`src/rtl/spq_pkg.sv`:
```
// shared types and constants for the sorted priority queue
`timescale 1ns / 1ps

package spq_pkg;

    // default number of cells in the row
    localparam int CAPACITY_DEF = 16;

    // payload widths
    localparam int VALUE_W = 32;
    localparam int PRIO_W  = 16;
    localparam int OCC_W   = 5;
    localparam int STAT_W  = 2;

    // request kinds
    localparam logic KIND_INSERT = 1'b0;
    localparam logic KIND_REMOVE = 1'b1;

    // result status codes
    localparam logic [STAT_W-1:0] ST_OK        = 2'd0;
    localparam logic [STAT_W-1:0] ST_UNDERFLOW = 2'd1;
    localparam logic [STAT_W-1:0] ST_OVERFLOW  = 2'd2;

    // operation broadcast to every cell of the row
    typedef struct packed {
        logic                      insert;
        logic                      remove;
        logic signed [VALUE_W-1:0] value;
        logic signed [PRIO_W-1:0]  prio;
    } t_spq_op;

endpackage

```
`src/rtl/spq_cell.sv`:
```
// one cell of the sorted row: holds one entry and shifts with its neighbors
`timescale 1ns / 1ps

module spq_cell
    import spq_pkg::*;
(
    input  logic                      i_clk,
    input  t_spq_op                   i_op,
    input  logic                      i_live,
    input  logic                      i_left_ge,
    input  logic signed [VALUE_W-1:0] i_left_value,
    input  logic signed [PRIO_W-1:0]  i_left_prio,
    input  logic signed [VALUE_W-1:0] i_right_value,
    input  logic signed [PRIO_W-1:0]  i_right_prio,
    output logic                      o_ge,
    output logic signed [VALUE_W-1:0] o_value,
    output logic signed [PRIO_W-1:0]  o_prio
);

    logic signed [VALUE_W-1:0] r_value, n_value;
    logic signed [PRIO_W-1:0]  r_prio, n_prio;

    // held entry stays ahead of the new one when its priority is not lower
    assign o_ge    = i_live && (r_prio >= i_op.prio);
    assign o_value = r_value;
    assign o_prio  = r_prio;

    // choose keep, take new entry, shift from left, or shift from right
    always_comb begin
        n_value = r_value;
        n_prio  = r_prio;
        if (i_op.insert && !o_ge) begin
            if (i_left_ge) begin
                n_value = i_op.value;
                n_prio  = i_op.prio;
            end else begin
                n_value = i_left_value;
                n_prio  = i_left_prio;
            end
        end else if (i_op.remove) begin
            n_value = i_right_value;
            n_prio  = i_right_prio;
        end
    end

    // entry storage, no reset needed
    always_ff @(posedge i_clk) begin
        r_value <= n_value;
        r_prio  <= n_prio;
    end

endmodule

```
`src/rtl/sorted_priority_queue.sv`:
```
// a request's result is registered and shown in the cycle after it is accepted
// throughput: one request per cycle while results are taken; every cell of the row compares and shifts at once
// a new request is taken while the held result is taken or when no result waits
// reset (synchronous, active low) empties the queue and drops a waiting result
// cell contents are not cleared; only cells below the entry count are ever read
`timescale 1ns / 1ps

module sorted_priority_queue
    import spq_pkg::*;
#(
    parameter int CAPACITY = CAPACITY_DEF
) (
    input  logic                       i_clk,
    input  logic                       i_rst_n,
    input  logic                       s_axis_tvalid,
    output logic                       s_axis_tready,
    input  logic [47:0]                s_axis_tdata,  // item_value[31:0], item_priority[47:32]
    input  logic [0:0]                 s_axis_tuser,  // kind[0]
    output logic                       m_axis_tvalid,
    input  logic                       m_axis_tready,
    output logic [55:0]                m_axis_tdata,  // out_value[31:0], out_priority[47:32],
                                                      // occupancy[52:48], zero[55:53]
    output logic [2:0]                 m_axis_tuser   // status[1:0], out_valid[2]
);

    localparam int CW = $clog2(CAPACITY + 1);
    localparam int EW = (CW > OCC_W) ? CW : OCC_W;

    // input request fields
    logic                      w_kind;
    logic signed [VALUE_W-1:0] w_in_value;
    logic signed [PRIO_W-1:0]  w_in_prio;
    assign w_kind     = s_axis_tuser[0];
    assign w_in_value = s_axis_tdata[VALUE_W-1:0];
    assign w_in_prio  = s_axis_tdata[VALUE_W+PRIO_W-1:VALUE_W];

    logic [CW-1:0] r_count, n_count;
    logic          r_m_valid;
    logic [STAT_W-1:0]         r_status, n_status;
    logic                      r_res_valid, n_res_valid;
    logic signed [VALUE_W-1:0] r_value, n_value;
    logic signed [PRIO_W-1:0]  r_prio, n_prio;
    logic [OCC_W-1:0]          r_occ;
    logic [EW-1:0]             w_occ_ext;

    logic    w_acc, w_full, w_empty, w_ins_ok, w_rem_ok;
    t_spq_op w_op;

    // request handshake
    assign s_axis_tready = !r_m_valid || m_axis_tready;
    assign w_acc   = s_axis_tvalid && s_axis_tready;
    assign w_full  = (r_count >= CW'(CAPACITY));
    assign w_empty = (r_count == '0);
    assign w_ins_ok = w_acc && (w_kind == KIND_INSERT) && !w_full;
    assign w_rem_ok = w_acc && (w_kind == KIND_REMOVE) && !w_empty;

    assign w_op.insert = w_ins_ok;
    assign w_op.remove = w_rem_ok;
    assign w_op.value  = w_in_value;
    assign w_op.prio   = w_in_prio;

    // row of cells
    logic signed [VALUE_W-1:0] w_cv [CAPACITY];
    logic signed [PRIO_W-1:0]  w_cp [CAPACITY];
    logic                      w_ge [CAPACITY];

    for (genvar gi = 0; gi < CAPACITY; gi++) begin : g_cell
        logic                      w_lge;
        logic signed [VALUE_W-1:0] w_lv, w_rv;
        logic signed [PRIO_W-1:0]  w_lp, w_rp;

        // head cell sees the new entry as its left neighbor
        if (gi == 0) begin : g_head
            assign w_lge = 1'b1;
            assign w_lv  = w_in_value;
            assign w_lp  = w_in_prio;
        end else begin : g_mid
            assign w_lge = w_ge[gi-1];
            assign w_lv  = w_cv[gi-1];
            assign w_lp  = w_cp[gi-1];
        end

        // tail cell keeps its own entry on a remove
        if (gi == CAPACITY - 1) begin : g_tail
            assign w_rv = w_cv[gi];
            assign w_rp = w_cp[gi];
        end else begin : g_body
            assign w_rv = w_cv[gi+1];
            assign w_rp = w_cp[gi+1];
        end

        spq_cell u_cell (
            .i_clk         (i_clk),
            .i_op          (w_op),
            .i_live        (r_count > CW'(gi)),
            .i_left_ge     (w_lge),
            .i_left_value  (w_lv),
            .i_left_prio   (w_lp),
            .i_right_value (w_rv),
            .i_right_prio  (w_rp),
            .o_ge          (w_ge[gi]),
            .o_value       (w_cv[gi]),
            .o_prio        (w_cp[gi])
        );
    end

    // next count and result fields
    always_comb begin
        n_count     = r_count;
        n_status    = ST_OK;
        n_res_valid = 1'b0;
        n_value     = '0;
        n_prio      = '0;
        if (w_ins_ok) begin
            n_count = r_count + CW'(1);
        end else if (w_rem_ok) begin
            n_count     = r_count - CW'(1);
            n_res_valid = 1'b1;
            n_value     = w_cv[0];
            n_prio      = w_cp[0];
        end
        if (w_kind == KIND_INSERT && w_full) begin
            n_status = ST_OVERFLOW;
        end else if (w_kind == KIND_REMOVE && w_empty) begin
            n_status = ST_UNDERFLOW;
        end
    end

    assign w_occ_ext = EW'(n_count);

    // control state
    always_ff @(posedge i_clk) begin
        if (!i_rst_n) begin
            r_count   <= '0;
            r_m_valid <= 1'b0;
        end else begin
            r_count <= n_count;
            if (w_acc) begin
                r_m_valid <= 1'b1;
            end else if (m_axis_tready) begin
                r_m_valid <= 1'b0;
            end
        end
    end

    // result register
    always_ff @(posedge i_clk) begin
        if (w_acc) begin
            r_status    <= n_status;
            r_res_valid <= n_res_valid;
            r_value     <= n_value;
            r_prio      <= n_prio;
            r_occ       <= w_occ_ext[OCC_W-1:0];
        end
    end

    assign m_axis_tvalid = r_m_valid;
    assign m_axis_tdata  = {3'b000, r_occ, r_prio, r_value};
    assign m_axis_tuser  = {r_res_valid, r_status};

    // count stays within the row
    a_count_range: assert property (@(posedge i_clk) disable iff (!i_rst_n)
        r_count <= CW'(CAPACITY))
        else $error("entry count above capacity");

    // an accepted insert grows the queue by one
    a_insert_grows: assert property (@(posedge i_clk) disable iff (!i_rst_n)
        w_ins_ok |=> r_count == $past(r_count) + CW'(1))
        else $error("insert did not grow the queue");

    // a remove from an empty queue reports underflow and leaves the count
    a_underflow: assert property (@(posedge i_clk) disable iff (!i_rst_n)
        (w_acc && w_kind == KIND_REMOVE && w_empty)
        |=> (r_status == ST_UNDERFLOW) && !r_res_valid && (r_count == '0))
        else $error("underflow not reported");

    // a returned entry always carries status ok
    a_valid_ok: assert property (@(posedge i_clk) disable iff (!i_rst_n)
        (m_axis_tvalid && r_res_valid) |-> (r_status == ST_OK))
        else $error("returned entry with error status");

    // head of a queue of two or more never has lower priority than the next cell
    a_sorted_head: assert property (@(posedge i_clk) disable iff (!i_rst_n)
        (r_count >= CW'(2)) |-> (w_cp[0] >= w_cp[1]))
        else $error("queue head out of order");

endmodule

```
`config.mk`:
```
export PLATFORM = sky130hd
export DESIGN_NAME = sorted_priority_queue
export DESIGN_NICKNAME = d
export VERILOG_FILES = /design/src/rtl/spq_pkg.sv /design/src/rtl/spq_cell.sv /design/src/rtl/sorted_priority_queue.sv
export SDC_FILE = /design/constraint.sdc
export NUM_CORES = 2
export LEC_CHECK = 0
export BUFFER_PORTS_ARGS = -buffer_cell sky130_fd_sc_hd__buf_2
export CORE_ASPECT_RATIO = 1.2
export CORE_UTILIZATION = 55
export CTS_CLUSTER_SIZE = 10
export DETAILED_ROUTE_END_ITERATION = 12
export GPL_ROUTABILITY_DRIVEN = 0
export PLACE_DENSITY = 0.71
export SLEW_MARGIN = 20
export SYNTH_ARGS = -nofsm -noshare
export SYNTH_HDL_FRONTEND = slang
export SYNTH_HIERARCHICAL = 1
export SYNTH_SLANG_ARGS = --single-unit
```
`constraint.sdc`:
```
create_clock -name i_clk -period 5.36 [get_ports i_clk]
set_clock_uncertainty 0.2 [all_clocks]
set_input_delay 1.072 -clock i_clk [delete_from_list [all_inputs] [get_ports i_clk]]
set_output_delay 1.072 -clock i_clk [all_outputs]
set_load 0.01 [all_outputs]
```
==> flow_metrics.tcl <==
set metrics [dict create \
    hp-class "reg2reg" \
    grt_overflow_total 0 \
    cts_tree "done" \
    drt_wl_total_um 109900 \
    yosys_warnings 6 \
    wl_per_cell_um 21.49 \
    syn_area_mm2 0.05163 \
    antenna_found_initial 2 \
    placedInstanceArea_mm2 0.05414 \
    cts_setup_buffers 0 \
    vias 29420 \
    status "completed" \
    cts_root_buf "clkbuf_16" \
    setup_viol 0 \
    min_from "g_cell[0].u_cell/o_value[5]$_DFFE_PP_" \
    numCtsBuffers 94 \
    clockBufferDepth 3 \
    place_hpwl_um 82670 \
    drt_iter0_markers 1654 \
    crit_path_start "s_axis_tdata[37]" \
    peakVddDrop_uv 271.4 \
    timing_hold_violations_final 0 \
    clock_sinks 830 \
    cts_max_level 3 \
    fp.dieH_um 337.6 \
    fmax_mhz 228.4 \
    grt_max_degree 50 \
    finish.utilization 0.6123 \
    boundaryPins 114 \
    timing.hold.ws_ns 0.3458 \
    drt_first_pass_iters 5 \
    cp_data_required_time_ns 5.56 \
    r2r_start "g_cell[8].u_cell/o_prio[5]$_DFFE_PP_" \
    track_usage 0.2341 \
    fin_tns_setup_ns 0 \
    path_clk_slew_ns 0.06 \
    worstPathArrival_ns 4.58 \
    drive_gt1_frac 0.4639 \
    static-leakage-power_nw 20.89 \
    drc 0 \
    initial_core_util 0.5572 \
    tightest_slew_ns 0.9357 \
    stdcell_area_mm2 0.05673 \
    fp.dieArea_mm2 0.09510 \
    critPathMaxFanout 40 \
    fp-row-count 122 \
    maxSlewHeadroom 0.3696 \
    grt_pass1_vias 30590 \
    cts_hold_buf 0 \
    p_per_area_mw_per_mm2 496.9 \
    grt_pass1_wl_um 176200 \
    fin_crit_sh 0.8168 \
    clk_latency_ns 0.68 \
    die_w_um 281.7 \
    post_cts_resized 0 \
    report.final.slew_viol_count 0 \
    synthCells 3690 \
    vias_per_cell 5.749 \
    detail-route-antenna-nets 0 \
    end_kind "register" \
    area_growth_pct 9.890 \
    path_class "in2reg" \
    avgSynthCellArea_um2 13.99 \
    layout.nets 4159 \
    p_total_w 0.02819 \
    rsz0062_at_grt "false" \
    fillers 7135 \
    min_period_ns 4.378 \
    cap_viol_max_count 0 \
    portBuffers 110 \
    core_mm2 0.09266 \
    setup.worst_path.start_class "input pin" \
]
==> critical path: stages <==
cell	delay, ns
buf_2	0.46
inv_1	0.10
ha_1	0.35
a21oi_1	0.17
o21ai_0	0.21
a221oi_1	0.45
nand3_1	0.26
xnor2_1	0.21
o21a_2	0.33
buf_12	0.26
mux2_2	0.37
mux2_1	0.29
==> final timing paths <==
path                            slack [ns]                                     end  cells after the start
worst max-delay path                  0.98  g_cell[9].u_cell/o_value[24]$_DFFE_PP_                     12
worst min-delay path                  0.35                r_value[5]$_SDFFCE_PP0N_                      1
worst max register to register        1.60  g_cell[9].u_cell/o_value[24]$_DFFE_PP_                     10
worst min register to register        0.35                r_value[5]$_SDFFCE_PP0N_                      1
==> metal layers <==
layer / vias to the layer above / global-route usage / routed length (µm)
met4: 0 / 0.07031 / 2889
met1: 14430 / 0.3302 / 52670
li1: 14300 / - / -
met5: - / 0 / 0
met2: 539 / 0.3771 / 50430
met3: 157 / 0.02882 / 3956
==> sequential cells by signal, indices dropped and copies added, names as in the netlist, 2 cells and up <==
| name | count |
|---|---|
| g_cell.u_cell/o_prio | 256 |
| g_cell.u_cell/o_value | 512 |
| r_count | 5 |
| r_occ | 5 |
| r_prio | 16 |
| r_status | 2 |
| r_value | 32 |
==> through the flow <==
| step | std cells | setup slack (ns) |
|---|---|---|
| floorplan | 3694 | 0.4637 |
| global placement | 4989 | 0.4811 |
| detailed placement | 4989 | 0.4134 |
| CTS | 5116 | 1.119 |
| global route | 5117 | 0.7636 |
| finish | 5117 | 0.9820 |
==> layout make-up <==
type / instances / area [µm²] / area share
Tap cell: 1240 / 1551 / 0.02735
Clock buffer: 116 / 2445 / 0.04309
Antenna cell: 1 / 2.502 / 0.00004411
Clock inverter: 11 / 151.4 / 0.002668
Inverter: 280 / 1054 / 0.01857
Sequential cell: 830 / 24860 / 0.4382
Multi-Input combinational cell: 2411 / 24680 / 0.4350
Timing Repair Buffer: 228 / 1987 / 0.03502
==> cell usage in the layout, fill, tap and decap left out, drive strengths merged, types with 32 or more instances in the layout <==
cell type     n
and2         49
nand4        65
inv         283
nand2        62
clkbuf      116
o21ai        32
ha          261
edfxtp      824
buf         228
a21oi       116
mux2       1536
nand3        34
==> report_power, final <==
| group | leakage [nW] | switching, W | total (W) | internal [W] |
|---|---|---|---|---|
| combinational | 11.7 | 0.00469 | 0.0105 | 0.00585 |
| sequential | 7.91 | 0.00138 | 0.0119 | 0.0106 |
| clock | 1.25 | 0.00253 | 0.00571 | 0.00319 |
| total | 20.9 | 0.00860 | 0.0282 | 0.0196 |
No activity file was read; power rests on OpenSTA's default activity.
